$ cat config.mk
export PLATFORM = sky130hd
export DESIGN_NAME = disk_elevator_scheduler_core
export DESIGN_NICKNAME = d
export VERILOG_FILES = /design/src/sv/dsch_pkg.sv /design/src/sv/dsch_ram.sv /design/src/sv/dsch_pick.sv /design/src/sv/disk_elevator_scheduler_core.sv
export VERILOG_INCLUDE_DIRS = /design/src /design/src/sv
export SDC_FILE = /design/constraint.sdc
export NUM_CORES = 2
export LEC_CHECK = 0
export BUFFER_PORTS_ARGS = -buffer_cell sky130_fd_sc_hd__clkbuf_2
export CAP_MARGIN = 20
export CORE_ASPECT_RATIO = 1.5
export CORE_MARGIN = 3
export CORE_UTILIZATION = 56
export CTS_CLUSTER_DIAMETER = 30
export CTS_CLUSTER_SIZE = 40
export DETAILED_ROUTE_END_ITERATION = 7
export PLACE_DENSITY = 0.8
export SYNTH_ARGS = -nofsm -noshare
export SYNTH_HDL_FRONTEND = slang
export SYNTH_SLANG_ARGS = --single-unit
$ cat constraint.sdc
create_clock -name clk -period 7 [get_ports clk]
set_clock_uncertainty 0.05 [all_clocks]
set_input_delay 0.35 -clock clk [delete_from_list [all_inputs] [get_ports clk]]
set_output_delay 0.35 -clock clk [all_outputs]
set_load 0.02 [all_outputs]
$ cat src/sv/assert_macros.svh
// Assertion helpers shared by the scheduler RTL
`ifndef ASSERT_MACROS_SVH
`define ASSERT_MACROS_SVH

`ifndef SYNTHESIS

// property must hold at every clock edge outside reset
`define DSCH_ASSERT(lbl, clk, rst_n, prop) \
	lbl: assert property (@(posedge clk) disable iff (!rst_n) (prop)) \
		else $error("dsch assertion failed");

// condition must never be true outside reset
`define DSCH_NEVER(lbl, clk, rst_n, cond) \
	lbl: assert property (@(posedge clk) disable iff (!rst_n) !(cond)) \
		else $error("dsch forbidden condition seen");

`else

`define DSCH_ASSERT(lbl, clk, rst_n, prop)
`define DSCH_NEVER(lbl, clk, rst_n, cond)

`endif

`endif

$ cat src/sv/dsch_pkg.sv
package dsch_pkg;

	localparam int QUEUE_DEPTH_DEF = 16;
	localparam int TRACK_BITS_DEF  = 16;
	localparam int TAG_BITS_DEF    = 8;

	localparam int TRACK_W = 16;
	localparam int TAG_W   = 8;
	localparam int COST_W  = 32;
	localparam int STAMP_W = 32;
	localparam int STEP_W  = 16;

	localparam logic [STEP_W-1:0] STEP_COST_RST = 16'd200;

	localparam logic ACT_ENQ = 1'b0;
	localparam logic ACT_DEQ = 1'b1;

	typedef enum logic [1:0] {
		ST_ENQUEUED = 2'd0,
		ST_FULL     = 2'd1,
		ST_GRANTED  = 2'd2,
		ST_EMPTY    = 2'd3
	} status_t;

	typedef struct packed {
		logic               action;
		logic [TRACK_W-1:0] req_track;
		logic [TAG_W-1:0]   req_tag;
	} req_t;

	typedef struct packed {
		status_t            status;
		logic [TAG_W-1:0]   grant_tag;
		logic [TRACK_W-1:0] grant_track;
		logic [COST_W-1:0]  search_cost;
		logic               heading_up;
	} rsp_t;

	typedef struct packed {
		logic clear;
		logic sample;
	} pick_ctl_t;

endpackage

$ cat src/sv/dsch_ram.sv
module dsch_ram #(
	parameter int WIDTH = 8,
	parameter int DEPTH = 16
) (
	input  logic                     clk,
	input  logic                     we,
	input  logic [$clog2(DEPTH)-1:0] waddr,
	input  logic [WIDTH-1:0]         wdata,
	input  logic [$clog2(DEPTH)-1:0] raddr,
	output logic [WIDTH-1:0]         rdata
);

	logic [WIDTH-1:0] mem_q [DEPTH];
	logic [WIDTH-1:0] rdata_q;

	always_ff @(posedge clk) begin
		if (we) begin
			mem_q[waddr] <= wdata;
		end
		rdata_q <= mem_q[raddr];
	end

	assign rdata = rdata_q;

endmodule

$ cat src/sv/dsch_pick.sv
`include "assert_macros.svh"

module dsch_pick #(
	parameter int QUEUE_DEPTH = dsch_pkg::QUEUE_DEPTH_DEF,
	parameter int TRACK_BITS  = dsch_pkg::TRACK_BITS_DEF,
	parameter int TAG_BITS    = dsch_pkg::TAG_BITS_DEF
) (
	input  logic                           clk,
	input  logic                           arst_n,
	input  dsch_pkg::pick_ctl_t            ctl,
	input  logic [$clog2(QUEUE_DEPTH)-1:0] idx,
	input  logic [TRACK_BITS-1:0]          track,
	input  logic [TAG_BITS-1:0]            tag,
	input  logic [dsch_pkg::STAMP_W-1:0]   stamp,
	input  logic [TRACK_BITS-1:0]          head,
	input  logic                           dir_up,
	input  logic [dsch_pkg::STAMP_W-1:0]   insert_cnt,
	output logic                           found,
	output logic [$clog2(QUEUE_DEPTH)-1:0] best_idx,
	output logic [TRACK_BITS-1:0]          best_track,
	output logic [TAG_BITS-1:0]            best_tag
);

	import dsch_pkg::*;

	localparam int IDX_W = $clog2(QUEUE_DEPTH);

	logic                best_found_q;
	logic [IDX_W-1:0]    best_idx_q;
	logic [TRACK_BITS-1:0] best_track_q;
	logic [TAG_BITS-1:0] best_tag_q;
	logic [STAMP_W-1:0]  best_age_q;

	logic [STAMP_W-1:0]  age;
	logic                ahead;
	logic                closer;
	logic                newer;
	logic                take;

	always_comb begin
		age    = insert_cnt - stamp;
		ahead  = dir_up ? (track >= head) : (track <= head);
		closer = dir_up ? (track < best_track_q) : (track > best_track_q);
		// equal tracks: the smaller age is the newer request
		newer  = (track == best_track_q) && (age < best_age_q);
		take   = ctl.sample && ahead && (!best_found_q || closer || newer);
	end

	always_ff @(posedge clk or negedge arst_n) begin
		if (!arst_n) begin
			best_found_q <= 1'b0;
		end else if (ctl.clear) begin
			best_found_q <= 1'b0;
		end else if (take) begin
			best_found_q <= 1'b1;
		end
	end

	always_ff @(posedge clk) begin
		if (take) begin
			best_idx_q   <= idx;
			best_track_q <= track;
			best_tag_q   <= tag;
			best_age_q   <= age;
		end
	end

	assign found      = best_found_q;
	assign best_idx   = best_idx_q;
	assign best_track = best_track_q;
	assign best_tag   = best_tag_q;

	`DSCH_ASSERT(a_clear_drops_best, clk, arst_n, ctl.clear |=> !best_found_q)
	`DSCH_ASSERT(a_best_held, clk, arst_n, (best_found_q && !ctl.clear) |=> best_found_q)
	`DSCH_NEVER(a_clear_sample_overlap, clk, arst_n, ctl.clear && ctl.sample)

endmodule

$ cat src/sv/disk_elevator_scheduler_core.sv
// Enqueue: result in START when the table is full, else in FIND, after
//   a walk over the valid bits, one slot a cycle, to the lowest free slot.
// Dequeue: each search pass walks SCAN, one slot-memory read a cycle, then DRAIN;
//   result in DECIDE, or after a second pass when the direction flips.
// One word in flight; the next word is taken once the result sits in the output register.
// Reset: valid bits, counters and head cleared, scan upward, step_cost 200; slot memory kept.
`include "assert_macros.svh"

module disk_elevator_scheduler_core #(
	parameter int QUEUE_DEPTH = dsch_pkg::QUEUE_DEPTH_DEF,
	parameter int TRACK_BITS  = dsch_pkg::TRACK_BITS_DEF,
	parameter int TAG_BITS    = dsch_pkg::TAG_BITS_DEF
) (
	input  logic                        clk,
	input  logic                        arst_n,
	input  logic                        req_valid,
	output logic                        req_ready,
	input  dsch_pkg::req_t              req,
	output logic                        rsp_valid,
	input  logic                        rsp_ready,
	output dsch_pkg::rsp_t              rsp,
	input  logic                        cfg_we,
	input  logic [dsch_pkg::STEP_W-1:0] cfg_wdata
);

	import dsch_pkg::*;

	localparam int IDX_W = $clog2(QUEUE_DEPTH);
	localparam int CNT_W = $clog2(QUEUE_DEPTH + 1);
	localparam int ENT_W = TRACK_BITS + TAG_BITS + STAMP_W;
	localparam logic [IDX_W-1:0] IDX_LAST = IDX_W'(QUEUE_DEPTH - 1);
	localparam logic [CNT_W-1:0] CNT_FULL = CNT_W'(QUEUE_DEPTH);

	typedef enum logic [5:0] {
		S_IDLE   = 6'b000001,
		S_START  = 6'b000010,
		S_FIND   = 6'b000100,
		S_SCAN   = 6'b001000,
		S_DRAIN  = 6'b010000,
		S_DECIDE = 6'b100000
	} state_t;

	state_t                state_q;
	logic                  act_q;
	logic [TRACK_BITS-1:0] trk_q;
	logic [TAG_BITS-1:0]   tag_q;
	logic [IDX_W-1:0]      idx_q;
	logic                  rd_s1;
	logic [IDX_W-1:0]      idx_s1;
	logic                  vld_s1;
	logic [QUEUE_DEPTH-1:0] slot_valid_q;
	logic [CNT_W-1:0]      cnt_q;
	logic [STAMP_W-1:0]    ins_q;
	logic [TRACK_BITS-1:0] head_q;
	logic                  dir_q;
	logic [STEP_W-1:0]     step_q;
	logic [COST_W-1:0]     prod_q;
	logic [COST_W-1:0]     cost_q;
	logic                  second_q;
	rsp_t                  rsp_q;
	logic                  rsp_valid_q;

	logic                  fin;
	logic                  fire;
	rsp_t                  fin_rsp;
	logic                  ram_we;
	logic [ENT_W-1:0]      ram_wdata;
	logic [ENT_W-1:0]      ram_rdata;
	pick_ctl_t             pick_ctl;
	logic                  pick_found;
	logic [IDX_W-1:0]      pick_idx;
	logic [TRACK_BITS-1:0] pick_track;
	logic [TAG_BITS-1:0]   pick_tag;

	// slot entry: {track, tag, stamp}
	assign ram_wdata = {trk_q, tag_q, ins_q};
	assign ram_we    = fire && (state_q == S_FIND);

	dsch_ram #(
		.WIDTH(ENT_W),
		.DEPTH(QUEUE_DEPTH)
	) u_ram (
		.clk  (clk),
		.we   (ram_we),
		.waddr(idx_q),
		.wdata(ram_wdata),
		.raddr(idx_q),
		.rdata(ram_rdata)
	);

	always_comb begin
		pick_ctl.sample = rd_s1 && vld_s1;
		pick_ctl.clear  = ((state_q == S_START) && (act_q == ACT_DEQ) && (cnt_q != '0)) ||
			((state_q == S_DECIDE) && !pick_found);
	end

	dsch_pick #(
		.QUEUE_DEPTH(QUEUE_DEPTH),
		.TRACK_BITS (TRACK_BITS),
		.TAG_BITS   (TAG_BITS)
	) u_pick (
		.clk       (clk),
		.arst_n    (arst_n),
		.ctl       (pick_ctl),
		.idx       (idx_s1),
		.track     (ram_rdata[ENT_W-1 -: TRACK_BITS]),
		.tag       (ram_rdata[STAMP_W +: TAG_BITS]),
		.stamp     (ram_rdata[STAMP_W-1:0]),
		.head      (head_q),
		.dir_up    (dir_q),
		.insert_cnt(ins_q),
		.found     (pick_found),
		.best_idx  (pick_idx),
		.best_track(pick_track),
		.best_tag  (pick_tag)
	);

	// result of the current word, if it finishes this cycle
	always_comb begin
		fin                 = 1'b0;
		fin_rsp.status      = ST_ENQUEUED;
		fin_rsp.grant_tag   = '0;
		fin_rsp.grant_track = '0;
		fin_rsp.search_cost = '0;
		fin_rsp.heading_up  = dir_q;
		case (state_q)
			S_START: begin
				if (act_q == ACT_ENQ && cnt_q == CNT_FULL) begin
					fin            = 1'b1;
					fin_rsp.status = ST_FULL;
				end else if (act_q == ACT_DEQ && cnt_q == '0) begin
					fin            = 1'b1;
					fin_rsp.status = ST_EMPTY;
				end
			end
			S_FIND: begin
				if (!slot_valid_q[idx_q]) begin
					fin            = 1'b1;
					fin_rsp.status = ST_ENQUEUED;
				end
			end
			S_DECIDE: begin
				if (pick_found) begin
					fin                 = 1'b1;
					fin_rsp.status      = ST_GRANTED;
					fin_rsp.grant_tag   = TAG_W'(pick_tag);
					fin_rsp.grant_track = TRACK_W'(pick_track);
					fin_rsp.search_cost = cost_q + prod_q;
				end
			end
			default: begin
				fin = 1'b0;
			end
		endcase
	end

	assign fire = fin && (!rsp_valid_q || rsp_ready);

	always_ff @(posedge clk or negedge arst_n) begin
		if (!arst_n) begin
			state_q      <= S_IDLE;
			rd_s1        <= 1'b0;
			slot_valid_q <= '0;
			cnt_q        <= '0;
			ins_q        <= '0;
			head_q       <= '0;
			dir_q        <= 1'b1;
			step_q       <= STEP_COST_RST;
			second_q     <= 1'b0;
			rsp_valid_q  <= 1'b0;
		end else begin
			if (cfg_we) begin
				step_q <= cfg_wdata;
			end
			if (fire) begin
				rsp_valid_q <= 1'b1;
			end else if (rsp_ready) begin
				rsp_valid_q <= 1'b0;
			end
			rd_s1 <= (state_q == S_SCAN);
			case (state_q)
				S_IDLE: begin
					if (req_valid) begin
						state_q <= S_START;
					end
				end
				S_START: begin
					if (fire) begin
						state_q <= S_IDLE;
					end else if (!fin) begin
						second_q <= 1'b0;
						state_q  <= (act_q == ACT_ENQ) ? S_FIND : S_SCAN;
					end
				end
				S_FIND: begin
					if (fire) begin
						slot_valid_q[idx_q] <= 1'b1;
						cnt_q               <= cnt_q + 1'b1;
						ins_q               <= ins_q + 1'b1;
						state_q             <= S_IDLE;
					end
				end
				S_SCAN: begin
					if (idx_q == IDX_LAST) begin
						state_q <= S_DRAIN;
					end
				end
				S_DRAIN: begin
					state_q <= S_DECIDE;
				end
				S_DECIDE: begin
					if (fire) begin
						slot_valid_q[pick_idx] <= 1'b0;
						cnt_q                  <= cnt_q - 1'b1;
						head_q                 <= pick_track;
						state_q                <= S_IDLE;
					end else if (!pick_found) begin
						// nothing ahead: turn round and search again
						dir_q    <= ~dir_q;
						second_q <= 1'b1;
						state_q  <= S_SCAN;
					end
				end
				default: begin
					state_q <= S_IDLE;
				end
			endcase
		end
	end

	always_ff @(posedge clk) begin
		if (state_q == S_IDLE && req_valid) begin
			act_q <= req.action;
			trk_q <= TRACK_BITS'(req.req_track);
			tag_q <= TAG_BITS'(req.req_tag);
		end
		if (fire) begin
			rsp_q <= fin_rsp;
		end
		idx_s1 <= idx_q;
		vld_s1 <= slot_valid_q[idx_q];
		case (state_q)
			S_START: begin
				idx_q  <= '0;
				cost_q <= '0;
				prod_q <= COST_W'(cnt_q) * COST_W'(step_q);
			end
			S_FIND: begin
				if (slot_valid_q[idx_q]) begin
					idx_q <= idx_q + 1'b1;
				end
			end
			S_SCAN: begin
				if (idx_q != IDX_LAST) begin
					idx_q <= idx_q + 1'b1;
				end
			end
			S_DECIDE: begin
				if (!pick_found) begin
					idx_q  <= '0;
					cost_q <= prod_q;
				end
			end
			default: begin
				idx_q <= idx_q;
			end
		endcase
	end

	assign req_ready = (state_q == S_IDLE);
	assign rsp_valid = rsp_valid_q;
	assign rsp       = rsp_q;

	`DSCH_ASSERT(a_count_bound, clk, arst_n, cnt_q <= CNT_FULL)
	`DSCH_NEVER(a_second_pass_finds, clk, arst_n, (state_q == S_DECIDE) && second_q && !pick_found)
	`DSCH_ASSERT(a_count_matches, clk, arst_n, $countones(slot_valid_q) == int'(cnt_q))

endmodule

; ---- Word-level counts from Yosys, hierarchy flattened
; Memory sizes are Yosys's and may differ from the RTL's. A register that Yosys moved wholly into a read port is not among the register bits.
; Index checks and enable logic that the tools add are counted.
[classes]
add_sub_neg = 6
mul = 1
n_lt_le_gt_ge = 9
n_eq_ne = 19
n_mux = 44
bitwise_logic = 7
reduce_logical = 35
[ops]
columns = operator, n
row1 = 32-bit case mux with 2 select lines, 1
row2 = 58-bit 2-to-1 mux, 1
row3 = 6-bit 2-to-1 mux, 7
row4 = 6-bit case mux with 6 select lines, 1
row5 = "32-bit by 1-bit adder with 32-bit output, second input constant", 1
row6 = 32-bit by 21-bit adder with 32-bit output, 1
row7 = 32-bit less-than comparator, 1
row8 = 16-bit 2-to-1 mux, 2
row9 = 32-bit 2-to-1 mux, 1
row10 = 16-bit case mux with 2 select lines, 1
row11 = 32-bit subtractor, 1
row12 = 5-bit by 16-bit multiplier with 21-bit output, 1
row13 = 16-bit bitwise AND, 1
row14 = 16-bit == test, 1
row15 = 16-bit greater-or-equal comparator, 1
row16 = 16-bit > comparator, 1
row17 = 16-bit less-or-equal comparator, 1
row18 = 16-bit less-than comparator, 1
row19 = 4-bit 2-to-1 mux, 4
row20 = 16-bit NOT, 1
row21 = 16-bit OR, 1
row22 = 4-bit case mux with 4 select lines, 1
row23 = 1-bit 2-to-1 mux, 15
row24 = 1-bit logical AND, 14
row25 = other kinds (35), 60
[totals]
ff_bits = 301
ramBits = 896
in_bits = 46
output_inout_bits = 61
elab_cells = 149
n_memories = 1
[mem_list]
columns = memory, depth, width, rd, rd_clocked_by_memory_dff, wr, line
row1 = u_ram.mem_q, 16, 56, 1, 1, 1, dsch_ram.sv:13  ; logic [WIDTH-1:0] mem_q [DEPTH];

; ---- Logic depth before layout (Yosys ltp)
[depth]
word_depth = 9
mapped_depth = 21
mapped_depth_nobuf = 21

; ---- Cells and area by module
; Synthesis repeated with hierarchy kept, for this count alone.
[hier_totals]
hier_cells = 2996
hier_area_um2 = 51926.1
[modules_own_cells]
columns = module, n_inst, cells_per_inst, area_each_um2, seq_area_each_um2
row1 = dsch_ram, 1, 1445, 34678.3, 28026.9
row2 = disk_elevator_scheduler_core, 1, 1014, 12045.3, 6062.1
row3 = dsch_pick, 1, 537, 5202.5, 1826.8

; ---- Least setup slack after synthesis
; OpenSTA, ideal clock, no wires.
[synth_path]
path_kind = register to register
startpoint = reg ins_q[1]
endpoint = reg u_pick.best_age_q[0], enable pin
setup_ns = 0.498
arrival_time_ns = 6.793
t_required_ns = 6.452
slack_ns = -0.341
path_stages_with_launch = 19
n_path_buf = 0
period_less_slack_ns = 7.341
cell_sequence = dfrtp_1 ha_1 nor2b_1 o21a_1 a311o_1 o22ai_1 o31ai_1 a211o_1 a31o_2 a21oi_1 xnor2_1 ha_1 a21o_1 a21o_1 a21oi_1 nor3_1 nor3_1 a21oi_1 a21oi_1
[synth_via]
elab_chain_cells = 5
[synth_rtl]
columns = item, line
row1 = "start, declared", disk_elevator_scheduler_core.sv:53  ; logic [STAMP_W-1:0] ins_q;
row2 = "start signal, assigned", disk_elevator_scheduler_core.sv:199  ; ins_q <= ins_q + 1'b1;
row3 = 32-bit subtractor, dsch_pick.sv:41  ; age = insert_cnt - stamp;
row4 = net u_pick.age[21], dsch_pick.sv:34  ; logic [STAMP_W-1:0] age;
row5 = 32-bit less-than comparator, dsch_pick.sv:45  ; newer = (track == best_track_q) && (age < best_age_q);
row6 = 1-bit logical AND, dsch_pick.sv:45
row7 = 1-bit logical OR, dsch_pick.sv:46  ; take = ctl.sample && ahead && (!best_found_q || closer || newer);
row8 = 1-bit logical AND, dsch_pick.sv:46
row9 = net u_pick.take, dsch_pick.sv:38  ; logic take;
row10 = "end signal, assigned", dsch_pick.sv:64  ; best_age_q <= age;
row11 = "end, declared", dsch_pick.sv:32  ; logic [STAMP_W-1:0] best_age_q;
; The timed path passes the listed nets, and every way through them passes these cells.
; A chain may end at the register's enable or synchronous reset.

; ---- Worst setup path in the final report
[layout_path]
startpoint = reg ins_q[1]
endpoint = reg u_pick.best_age_q[16], enable pin
; Same word-level chain as after synthesis.

==> results.cfg <==
[critical_path]
r2r_slack_ps = 1170
path_max_fanout = 37
max_stage_delay_ps = 740
cp.arrival_ps = 6220
path_cells = ha_1 -> nor2b_1 -> o21a_1 -> a311o_1 -> o22ai_1 -> o31ai_1 -> a211o_1 -> a311oi_1 -> a21oi_1 -> xnor2_1 -> ha_1 -> nand4_1 -> nor3_1 -> o21ai_0 -> a211o_1 -> a21oi_1 -> a21oi_4 -> buf_4
crit_type = flop to flop
cp-start-kind = flop
critPathSlowestCell = dfrtp_1
crit_family = compound AO/OA/AOI/OAI gates
end_kind = flop
path_buf_inv = 1
crit_required_ps = 7390

[timing]
holdWs_ps = 193
relSlewSlack_pct = 26.1
clock.fmax_ghz = 0.172
tns_ps = 0
finalHoldViolations = 0
worstMarginPinSlew_ps = 1110
rsz0062_at_grt = false
period_share_pct = 83.3
finalSetupViolations = 0
slew_viol_final = 0
fin_crit_ps = 5830
finalWorstSetupSlack_ps = 1170

[clocking]
numCtsBuffers = 143
tritoncts = yes
clock_latency_ps = 760
clkSlewWorstSetupHoldPaths_ps = 70
clockBufferDepth = 3
root_buffer = clkbuf_16
numClockSinks = 1232
cts_setup_buffers = 0
htreeDepth = 4

[synth]
synth.avg_cell_area_um2 = 18.3
yosys_warnings = 0
synth_seq_area_share_pct = 70.1
syn_inst = 2805
synth_flop_cell = edfxtp_1
synth-edff-count = 1076
synth.distinct_cells = 70
synth_seq_cells = 1232
syn_area_mm2 = 0.0512
async_reset_ff_share_pct = 7.71

[die]
coreArea_mm2 = 0.0905
initial_core_util_pct = 56.6
pin_count = 107
die_x_um = 253
row_count = 135
die_h_um = 376
die_area_mm2 = 0.0952

[place]
dp_slack_ps = 1370
dp_hpwl_um = 63600
place_congestion = 0.854
port_buffers = 96

[global_route]
grt_pass1_wl_um = 180000
grt_max_degree = 157
antenna_found_initial = 4
gr-usage-all-layers_pct = 25.7
grt_overflow = 0
grt_pass1_vias = 28900

[worst_hold_path]
min_path_type = input pin to flop

[detailed_routing]
drt_iter0_drc = 2855
avgRoutedWirePerCell_um = 27.5
viasPerCell = 6.30
route.detailed.drc = 0
routed_wl_um = 119000
dr.pass1.iters = 5
vias = 27300
detail-route-antenna-nets = 0

[run]
max_cap_violations = 0

[pwr]
power.leakage_nw = 20.8
ir_worst_vdd_v = 0.000241
pwr_density_cell_mw_per_mm2 = 363

[final_layout]
drive_gt1_share_pct = 23.0
area_growth_pct = 14.9
nets = 3292

[outcome]
status = finished, final reports clean
[cell families after synthesis]
family / after synthesis / share of synthesized area (%)
AND/OR/NAND/NOR: 459 / 4.54
adder cells (fa/ha/maj): 197 / 5.47
multiplexers: 303 / 12.9
flip-flops: 1232 / 70.1
other: 1 / 0.00732
AO/OA/AOI/OAI: 256 / 3.23
buffers and inverters: 256 / 1.96
XOR/XNOR: 101 / 1.73
[per-layer routing]
| metal | global-route usage [%] | wire length, um | vias up |
|---|---|---|---|
| met5 | 0 | 0 | - |
| met2 | 44.9 | 63500 | 1454 |
| met1 | 30.5 | 41300 | 14100 |
| met3 | 4.85 | 8530 | 385 |
| met4 | 12.6 | 6050 | 0 |
| li1 | - | - | 11400 |
[cell type report]
type | count | area (um^2)
clock inverter | 105 | 1300
tap | 1164 | 1460
inverter | 159 | 597
timing repair buffer | 187 | 1360
multi-input combinational | 1326 | 14400
fill | 5621 | 31700
sequential | 1232 | 35900
clock buffer | 162 | 3820
antenna | 1 | 2.50
[flip-flops by register name, summed over array words and instances, names as in the netlist, 4 cells and up]
register / count
cnt_q: 5
cost_q: 21
head_q: 16
idx_q: 4
idx_s1: 4
ins_q: 32
prod_q: 21
rsp: 49
slot_valid_q: 16
state_q: 6
step_q: 16
tag_q: 8
trk_q: 16
u_pick.best_age_q: 32
u_pick.best_idx: 4
u_pick.best_tag: 8
u_pick.best_track: 16
u_ram.mem_q: 896
u_ram.rdata: 56
[layout by cell type, fill, tap and decap left out, types with 46 or more instances in the layout]
master and instances:
nand2_1 118, clkbuf_16 150, dlygate4sd3_1 46, and2_1 71, dfrtp_1 90, o21ai_0 64, edfxtp_1 1076, a21oi_1 65
mux4_2 285, xnor2_1 64, ha_1 152, clkbuf_2 95, dfxtp_1 61, inv_1 159, nor2_1 100
[timing repair]
action                                 in CTS  in global routing
resized for setup                           0                  0
hold buffers                               46                  0
endpoints found under the hold margin      69                  0
[synthesized netlist by cell type (4+ instances only)]
cell type / number / area [um^2]
o21bai_1: 7 / 52.6
a21boi_0: 4 / 30.0
o22a_1: 5 / 43.8
o31ai_1: 5 / 37.5
dfxtp_1: 61 / 1220
a31oi_1: 6 / 37.5
xnor2_1: 64 / 561
clkbuf_1: 59 / 221
nand2b_1: 22 / 138
a21oi_1: 66 / 330
nand3_1: 22 / 110
o21ai_0: 65 / 325
nor2b_1: 21 / 131
nor3_1: 21 / 105
fa_1: 45 / 901
inv_1: 159 / 597
a21o_1: 36 / 270
buf_1: 26 / 97.6
o211ai_1: 4 / 30.0
nor4_1: 4 / 25.0
or3_1: 8 / 50.1
and4_1: 7 / 61.3
xor2_1: 37 / 324
ha_1: 152 / 1900
o41ai_1: 6 / 52.6
a211oi_1: 6 / 45.0
mux2_2: 17 / 191
edfxtp_1: 1076 / 32300
and3_1: 11 / 68.8
mux4_2: 285 / 6420
o32a_1: 4 / 40.0
nand2_1: 118 / 443
nand4_1: 17 / 106
a211o_1: 4 / 35.0
and2_1: 87 / 544
dfstp_2: 5 / 131
dfrtp_1: 90 / 2250
o21a_1: 17 / 128
nor2_1: 100 / 375
buf_4: 11 / 82.6
[report_power, final]
part | switching (mW) | internal (mW)
clock network | 3.24 | 4.62
logic | 2.35 | 2.00
registers | 0.460 | 8.71
[worst paths after layout]
check / start / endpoint / cells after the start
worst max register to register: ins_q[1]$_DFFE_PN0P_ / u_pick.best_age_q[16]$_DFFE_PP_ / 18
worst min register to register: u_ram.rdata[32]$_DFF_P_ / u_pick.best_tag[0]$_DFFE_PP_ / 0
worst max-delay path: ins_q[1]$_DFFE_PN0P_ / u_pick.best_age_q[16]$_DFFE_PP_ / 18
worst min-delay path: cfg_we / step_q[3]$_DFFE_PN1P_ / 2
max in group asynchronous: arst_n / ins_q[16]$_DFFE_PN0P_ / 5
min in group asynchronous: arst_n / ins_q[31]$_DFFE_PN0P_ / 3
[worst register-to-register path, cell delays in order, from the launching register on]
cell and delay, ps:
dfrtp_1 740, ha_1 330, nor2b_1 130, o21a_1 190, a311o_1 390, o22ai_1 360
o31ai_1 200, a211o_1 420, a311oi_1 450, a21oi_1 170, xnor2_1 180, ha_1 310
nand4_1 180, nor3_1 220, o21ai_0 140, a211o_1 240, a21oi_1 360, a21oi_4 100
buf_4 320
[per-stage QoR]
step / std cells / total power [mW] / util, % / area (um^2)
after floorplan: 2814 / 12.3 / - / 51200
after global placement: 4019 / 13.4 / 58.8 / 53200
after detailed placement: 4019 / 13.5 / 58.8 / 53200
after CTS: 4332 / 21.5 / 64.9 / 58800
after global routing: 4335 / 22.2 / 65.0 / 58900
final: 4336 / 21.4 / 65.0 / 58900
No activity file was read; power rests on OpenSTA's default activity.
